`src/rtl/core/gphs_pkg.sv`:
```
package gphs_pkg;

    localparam int IDX_W = 10;
    localparam int CNT_W = 11;

    localparam logic [31:0] GOLDEN = 32'h9E37_79B1;

    localparam logic [2:0] CMD_ADD    = 3'd0;
    localparam logic [2:0] CMD_REMOVE = 3'd1;
    localparam logic [2:0] CMD_GET    = 3'd2;
    localparam logic [2:0] CMD_SET    = 3'd3;
    localparam logic [2:0] CMD_CLEAR  = 3'd4;
    localparam logic [2:0] CMD_MIN    = 3'd5;
    localparam logic [2:0] CMD_MAX    = 3'd6;
    localparam logic [2:0] CMD_AVG    = 3'd7;

    localparam logic [2:0] ST_OK        = 3'd0;
    localparam logic [2:0] ST_NOT_FOUND = 3'd1;
    localparam logic [2:0] ST_PRESENT   = 3'd2;
    localparam logic [2:0] ST_FULL      = 3'd3;
    localparam logic [2:0] ST_EMPTY     = 3'd4;

    typedef enum logic [4:0] {
        OP_NOP,
        OP_ACCEPT,
        OP_MIX_KEY,
        OP_BUCKET,
        OP_HEAD_LD,
        OP_WALK_RD,
        OP_WALK_CMP,
        OP_ADD_WR,
        OP_ADD_LINK,
        OP_SET_WR,
        OP_RM_UNLINK,
        OP_RM_RDLAST,
        OP_RM_MOVE,
        OP_RM_RELINK,
        OP_RM_HEAD,
        OP_RM_DEC,
        OP_SWEEP,
        OP_SCAN_INIT,
        OP_SCAN,
        OP_DIV_INIT,
        OP_DIV_STEP,
        OP_RESULT
    } op_t;

    typedef enum logic [2:0] {
        RES_NOT_FOUND,
        RES_FULL,
        RES_PRESENT,
        RES_ENTRY,
        RES_INPUT,
        RES_CLEAR,
        RES_EMPTY,
        RES_STAT
    } res_t;

    typedef struct packed {
        op_t  op;
        res_t res;
    } ctl_t;

    typedef struct packed {
        logic       cmd_valid;
        logic [2:0] cmd;
        logic       total_zero;
        logic       full;
        logic       cur_ok;
        logic       hit;
        logic       is_last;
        logic       sweep_last;
        logic       scan_done;
        logic       div_last;
        logic       out_free;
    } stat_t;

    typedef struct packed {
        logic [31:0]        key;
        logic signed [31:0] height;
        logic [31:0]        payload;
    } entry_t;

endpackage

```
`src/rtl/core/gphs_ctrl.sv`:
```
module gphs_ctrl (
    input  logic            clk,
    input  logic            rst_n,
    input  gphs_pkg::stat_t stat,
    output gphs_pkg::ctl_t  ctl
);

    typedef enum logic [4:0] {
        S_INIT,
        S_IDLE,
        S_DISPATCH,
        S_BUCKET,
        S_HEAD_RD,
        S_HEAD_LD,
        S_WALK_RD,
        S_WALK_CMP,
        S_ADD_WR,
        S_ADD_LINK,
        S_SET_WR,
        S_RM_UNLINK,
        S_RM_RDLAST,
        S_RM_MOVE,
        S_RM_RELINK,
        S_RM_BKT,
        S_RM_HEAD,
        S_RM_DEC,
        S_SWEEP,
        S_SCAN_INIT,
        S_SCAN,
        S_DIV_INIT,
        S_DIV,
        S_RESULT
    } state_t;

    state_t             state_reg;
    state_t             state_next;
    gphs_pkg::op_t      op_reg;
    gphs_pkg::op_t      op_next;
    gphs_pkg::res_t     res_reg;
    gphs_pkg::res_t     res_next;

    always_comb
    begin
        state_next = state_reg;
        res_next   = res_reg;
        unique case (state_reg)
            S_INIT:
            begin
                if (stat.sweep_last)
                begin
                    state_next = S_IDLE;
                end
            end
            S_IDLE:
            begin
                if (stat.cmd_valid)
                begin
                    state_next = S_DISPATCH;
                end
            end
            S_DISPATCH:
            begin
                unique case (stat.cmd) inside
                    gphs_pkg::CMD_CLEAR:
                    begin
                        state_next = S_SWEEP;
                    end
                    gphs_pkg::CMD_MIN, gphs_pkg::CMD_MAX, gphs_pkg::CMD_AVG:
                    begin
                        if (stat.total_zero)
                        begin
                            state_next = S_RESULT;
                            res_next   = gphs_pkg::RES_EMPTY;
                        end
                        else
                        begin
                            state_next = S_SCAN_INIT;
                        end
                    end
                    default:
                    begin
                        state_next = S_BUCKET;
                    end
                endcase
            end
            S_BUCKET:    state_next = S_HEAD_RD;
            S_HEAD_RD:   state_next = S_HEAD_LD;
            S_HEAD_LD:   state_next = S_WALK_RD;
            S_WALK_RD:
            begin
                if (stat.cur_ok)
                begin
                    state_next = S_WALK_CMP;
                end
                else if (stat.cmd == gphs_pkg::CMD_ADD)
                begin
                    if (stat.full)
                    begin
                        state_next = S_RESULT;
                        res_next   = gphs_pkg::RES_FULL;
                    end
                    else
                    begin
                        state_next = S_ADD_WR;
                    end
                end
                else
                begin
                    state_next = S_RESULT;
                    res_next   = gphs_pkg::RES_NOT_FOUND;
                end
            end
            S_WALK_CMP:
            begin
                if (!stat.hit)
                begin
                    state_next = S_WALK_RD;
                end
                else
                begin
                    unique case (stat.cmd) inside
                        gphs_pkg::CMD_ADD:
                        begin
                            state_next = S_RESULT;
                            res_next   = gphs_pkg::RES_PRESENT;
                        end
                        gphs_pkg::CMD_REMOVE:
                        begin
                            state_next = S_RM_UNLINK;
                        end
                        gphs_pkg::CMD_SET:
                        begin
                            state_next = S_SET_WR;
                        end
                        default:
                        begin
                            state_next = S_RESULT;
                            res_next   = gphs_pkg::RES_ENTRY;
                        end
                    endcase
                end
            end
            S_ADD_WR:    state_next = S_ADD_LINK;
            S_ADD_LINK:
            begin
                state_next = S_RESULT;
                res_next   = gphs_pkg::RES_INPUT;
            end
            S_SET_WR:
            begin
                state_next = S_RESULT;
                res_next   = gphs_pkg::RES_INPUT;
            end
            S_RM_UNLINK: state_next = S_RM_RDLAST;
            S_RM_RDLAST: state_next = stat.is_last ? S_RM_DEC : S_RM_MOVE;
            S_RM_MOVE:   state_next = S_RM_RELINK;
            S_RM_RELINK: state_next = S_RM_BKT;
            S_RM_BKT:    state_next = S_RM_HEAD;
            S_RM_HEAD:   state_next = S_RM_DEC;
            S_RM_DEC:
            begin
                state_next = S_RESULT;
                res_next   = gphs_pkg::RES_ENTRY;
            end
            S_SWEEP:
            begin
                if (stat.sweep_last)
                begin
                    state_next = S_RESULT;
                    res_next   = gphs_pkg::RES_CLEAR;
                end
            end
            S_SCAN_INIT: state_next = S_SCAN;
            S_SCAN:
            begin
                if (stat.scan_done)
                begin
                    if (stat.cmd == gphs_pkg::CMD_AVG)
                    begin
                        state_next = S_DIV_INIT;
                    end
                    else
                    begin
                        state_next = S_RESULT;
                        res_next   = gphs_pkg::RES_STAT;
                    end
                end
            end
            S_DIV_INIT:  state_next = S_DIV;
            S_DIV:
            begin
                if (stat.div_last)
                begin
                    state_next = S_RESULT;
                    res_next   = gphs_pkg::RES_STAT;
                end
            end
            S_RESULT:
            begin
                if (stat.out_free)
                begin
                    state_next = S_IDLE;
                end
            end
            default:     state_next = S_IDLE;
        endcase
    end

    always_comb
    begin
        unique case (state_next)
            S_INIT:      op_next = gphs_pkg::OP_SWEEP;
            S_IDLE:      op_next = gphs_pkg::OP_ACCEPT;
            S_DISPATCH:  op_next = gphs_pkg::OP_MIX_KEY;
            S_BUCKET:    op_next = gphs_pkg::OP_BUCKET;
            S_HEAD_LD:   op_next = gphs_pkg::OP_HEAD_LD;
            S_WALK_RD:   op_next = gphs_pkg::OP_WALK_RD;
            S_WALK_CMP:  op_next = gphs_pkg::OP_WALK_CMP;
            S_ADD_WR:    op_next = gphs_pkg::OP_ADD_WR;
            S_ADD_LINK:  op_next = gphs_pkg::OP_ADD_LINK;
            S_SET_WR:    op_next = gphs_pkg::OP_SET_WR;
            S_RM_UNLINK: op_next = gphs_pkg::OP_RM_UNLINK;
            S_RM_RDLAST: op_next = gphs_pkg::OP_RM_RDLAST;
            S_RM_MOVE:   op_next = gphs_pkg::OP_RM_MOVE;
            S_RM_RELINK: op_next = gphs_pkg::OP_RM_RELINK;
            S_RM_BKT:    op_next = gphs_pkg::OP_BUCKET;
            S_RM_HEAD:   op_next = gphs_pkg::OP_RM_HEAD;
            S_RM_DEC:    op_next = gphs_pkg::OP_RM_DEC;
            S_SWEEP:     op_next = gphs_pkg::OP_SWEEP;
            S_SCAN_INIT: op_next = gphs_pkg::OP_SCAN_INIT;
            S_SCAN:      op_next = gphs_pkg::OP_SCAN;
            S_DIV_INIT:  op_next = gphs_pkg::OP_DIV_INIT;
            S_DIV:       op_next = gphs_pkg::OP_DIV_STEP;
            S_RESULT:    op_next = gphs_pkg::OP_RESULT;
            default:     op_next = gphs_pkg::OP_NOP;
        endcase
    end

    always_ff @(posedge clk or negedge rst_n)
    begin
        if (!rst_n)
        begin
            state_reg <= S_INIT;
            op_reg    <= gphs_pkg::OP_SWEEP;
            res_reg   <= gphs_pkg::RES_CLEAR;
        end
        else
        begin
            state_reg <= state_next;
            op_reg    <= op_next;
            res_reg   <= res_next;
        end
    end

    assign ctl.op  = op_reg;
    assign ctl.res = res_reg;

endmodule

```
`config.mk`:
```
export PLATFORM = sky130hd
export DESIGN_NAME = gphs_ctrl
export DESIGN_NICKNAME = d
export VERILOG_FILES = /design/src/rtl/core/gphs_pkg.sv /design/src/rtl/core/gphs_ctrl.sv
export SDC_FILE = /design/constraint.sdc
export NUM_CORES = 1
export LEC_CHECK = 0
export BUFFER_PORTS_ARGS = -buffer_cell sky130_fd_sc_hd__buf_2
export CAP_MARGIN = 0
export CORE_MARGIN = 2
export CORE_UTILIZATION = 48
export CTS_CLUSTER_DIAMETER = 80
export DETAILED_ROUTE_END_ITERATION = 10
export GPL_TIMING_DRIVEN = 0
export PLACE_DENSITY = 0.69
export SLEW_MARGIN = 20
export SYNTH_ARGS = -nofsm -noshare
export SYNTH_HDL_FRONTEND = slang
export SYNTH_SLANG_ARGS = --single-unit
export TNS_END_PERCENT = 100
```
`constraint.sdc`:
```
create_clock -name clk -period 4.8 [get_ports clk]
set_input_delay 0.72 -clock clk [delete_from_list [all_inputs] [get_ports clk]]
set_output_delay 0.72 -clock clk [all_outputs]
set_load 0.05 [all_outputs]
```
==> metrics.cfg <==
[finish]
drive_above_1_share_pct = 29.08
antennaDiodeCount = 0
area_growth_pct = 12.11
seqCellArea_um2 = 329.1
fillCellCount = 276
multiInputGateArea_um2 = 997.2
nets = 218

[grt]
grt_pass1_wl_um = 6078
first_global_vias = 1298
gr-total-overflow = 0
grt_usage_pct = 22.71
antenna_found_initial = 0
grt_max_degree = 14

[critical_path]
cp-end-kind = flip-flop
critPathKind = input port to flip-flop
worstPathRequired_ns = 4.99
startpoint_type = input port
cp_max_fo = 8
critPathArrivalTime_ns = 3.07

[detailed_routing]
drt_iter0_markers = 81
drc = 1
via_per_inst = 6.366
drtAntennaViolNets = 0
vias = 1445
wl_um = 3676
wl_per_cell_um = 16.19
drt_first_pass_iters = 7

[yosys]
synth_cell_types = 65
synthCells = 170
synth_compound_area_share_pct = 30.62
ys_async_sr_fraction_pct = 100.0
synth-xor-area-share_pct = 1.211
synth_warnings = 0
syn_area_per_cell_um2 = 8.508
synthSimpleGateAreaFrac_pct = 26.04
yosysSeqAreaShare_pct = 22.75
syn_nets = 191
muxShareOfSynthArea_pct = 5.882
synth-seq-cells = 13
synth-edff-count = 0
synth_top_family_by_area = compound AO/OA/AOI/OAI gates
syn_area_um2 = 1446
synthAdderAreaFrac_pct = 5.190
synth_flop_cell = dfrtp_1

[cts]
tritoncts = yes
cts_root_buf = clkbuf_4
cts.hold.buffers_added = 0
postCtsSetupRepairBufs = 0
cts_resized = 0
clock_path_buffers = 2
h-tree-depth = 1
cts.sinks = 13
clk_latency_ns = 0.27
numCtsBuffers = 3
clk_pin_slew_ns = 0.08

[timing]
fin_crit_sh_pct = 60.08
fin_skew_ns = 0.004145
finalHoldViolations = 0
rsz0062_at_grt = no
tightest_slew_ns = 0.6594
drv_slew = 0
finalSetupViolCount = 0
holdWs_ns = 0.3178
max_slew_margin_pct = 55.70
setup_tns_ns = 0
fmax_mhz = 346.7
post-route-min-period_ns = 2.884

[run]
drv_cap = 0

[floorplanning]
start_util_pct = 51.56
ioPinCount = 23
die_h_um = 58.90
dieWidth_um = 58.90
rows = 19
dieArea_um2 = 3469
core_um2 = 2805

[worst_hold_path]
hold_class = input port to asynchronous set/reset pin

[outcome]
status = finished with violations
violations = design-rule violations

[power]
p_per_area_nw_per_um2 = 738.3
vdd_ir_drop_max_v = 0.0003445
power.leakage_nw = 0.6763

[placed_design]
place_congestion = 0.9329
dp_hpwl_um = 2881
io_buffers = 22

[synthesized netlist by cell type (all sizes together) (3+ instances only)]
library cell,count,area share (%)
a211oi,3,1.6
a21oi,9,3.1
a22oi,4,2.1
a31oi,3,1.3
a32oi,4,2.4
buf,12,5.1
dfrtp,10,17
dfstp,3,5.5
ha,6,5.2
inv,9,2.3
mux2,4,3.1
mux2i,4,2.8
nand2,14,3.6
nand2b,8,4.0
nor2,7,2.0
nor2b,7,3.0
nor3,4,1.4
o211ai,5,2.9
o21ai,6,2.1
or4,3,1.8
[critical path, cell delays in order]
cell       delay [ns]
buf_2            0.15
nor4_4           0.33
a2111o_1         0.25
nand3_1          0.09
or4_1            0.67
inv_1            0.16
ha_1             0.15
or4b_1           0.43
o2111ai_1        0.11
[cell usage in the layout, fill, tap and decap left out, drive strengths merged, types with 3 or more instances in the layout]
cell type	instances
nor2	7
dfstp	3
dfrtp	10
a31oi	3
a32oi	4
a21oi	9
clkbuf	5
nor3	4
mux2	4
inv	9
o211ai	5
or4	3
nor2b	7
nand2b	8
o21ai	6
a22oi	4
mux2i	4
a211oi	3
nand2	14
ha	6
buf	34
[layout make-up]
class | instances | share of cell area, %
multi-input combinational | 134 | 61.50
sequential | 13 | 20.29
timing repair buffer | 22 | 6.790
buffer | 13 | 4.784
inverter | 10 | 2.623
tap | 31 | 2.392
clock buffer | 4 | 1.620
[layer usage]
layer	GRT usage, %	part of all wire (%)	vias up
met3	4.615	8.1	4
met2	35.24	46	66
li1	-	-	705
met5	0	0	-
met4	4.870	0.98	0
met1	32.56	45	670
[kinds of logic (layout without fill, tap and decap cells)]
logic type | count (synthesis) | after routing
DFF | 13 | 13
muxes | 8 | 8
xor gates and xnor gates | 2 | 2
AOI/OAI and AO/OA | 57 | 57
adders and majority gates | 6 | 6
and+or+nand+nor | 61 | 61
buffers and inverters | 23 | 49
[where the power goes]
group | total, W | leakage, nW | switching [W] | internal [W]
Combinational | 0.000937 | 0.514 | 0.000574 | 0.000363
Sequential | 0.000194 | 0.148 | 0.0000288 | 0.000165
Clock | 0.0000658 | 0.0150 | 0.0000336 | 0.0000322
[final timing paths]
kind,cells after the start,to,slack (ns),startpoint
setup / recovery,9,op_reg[0]$_DFF_PN0_,1.92,stat[11]
hold / removal,1,state_reg[3]$_DFF_PN0_,0.32,rst_n
setup reg to reg,10,op_reg[0]$_DFF_PN0_,1.92,state_reg[0]$_DFF_PN0_
hold reg to reg,1,res_reg[1]$_DFFE_PN0P_,0.51,res_reg[1]$_DFFE_PN0P_
max in group asynchronous,1,res_reg[0]$_DFFE_PN1P_,4.20,rst_n
min in group clk,1,res_reg[1]$_DFFE_PN0P_,0.51,res_reg[1]$_DFFE_PN0P_
[through the flow]
stage | worst slack [ns] | utilization [%] | instance area (um2) | std cells | total power [W]
2_1_floorplan | 2.077 | - | 1446 | 170 | 0.0009331
3_3_place_gp | 1.686 | 56.87 | 1595 | 223 | 0.001100
3_5_place_dp | 1.645 | 56.87 | 1595 | 223 | 0.001123
4_1_cts | 1.905 | 57.81 | 1622 | 227 | 0.001195
5_1_grt | 1.673 | 57.81 | 1622 | 227 | 0.001308
6_report | 1.916 | 57.81 | 1622 | 227 | 0.001197
No activity file was read; power rests on OpenSTA's default activity.
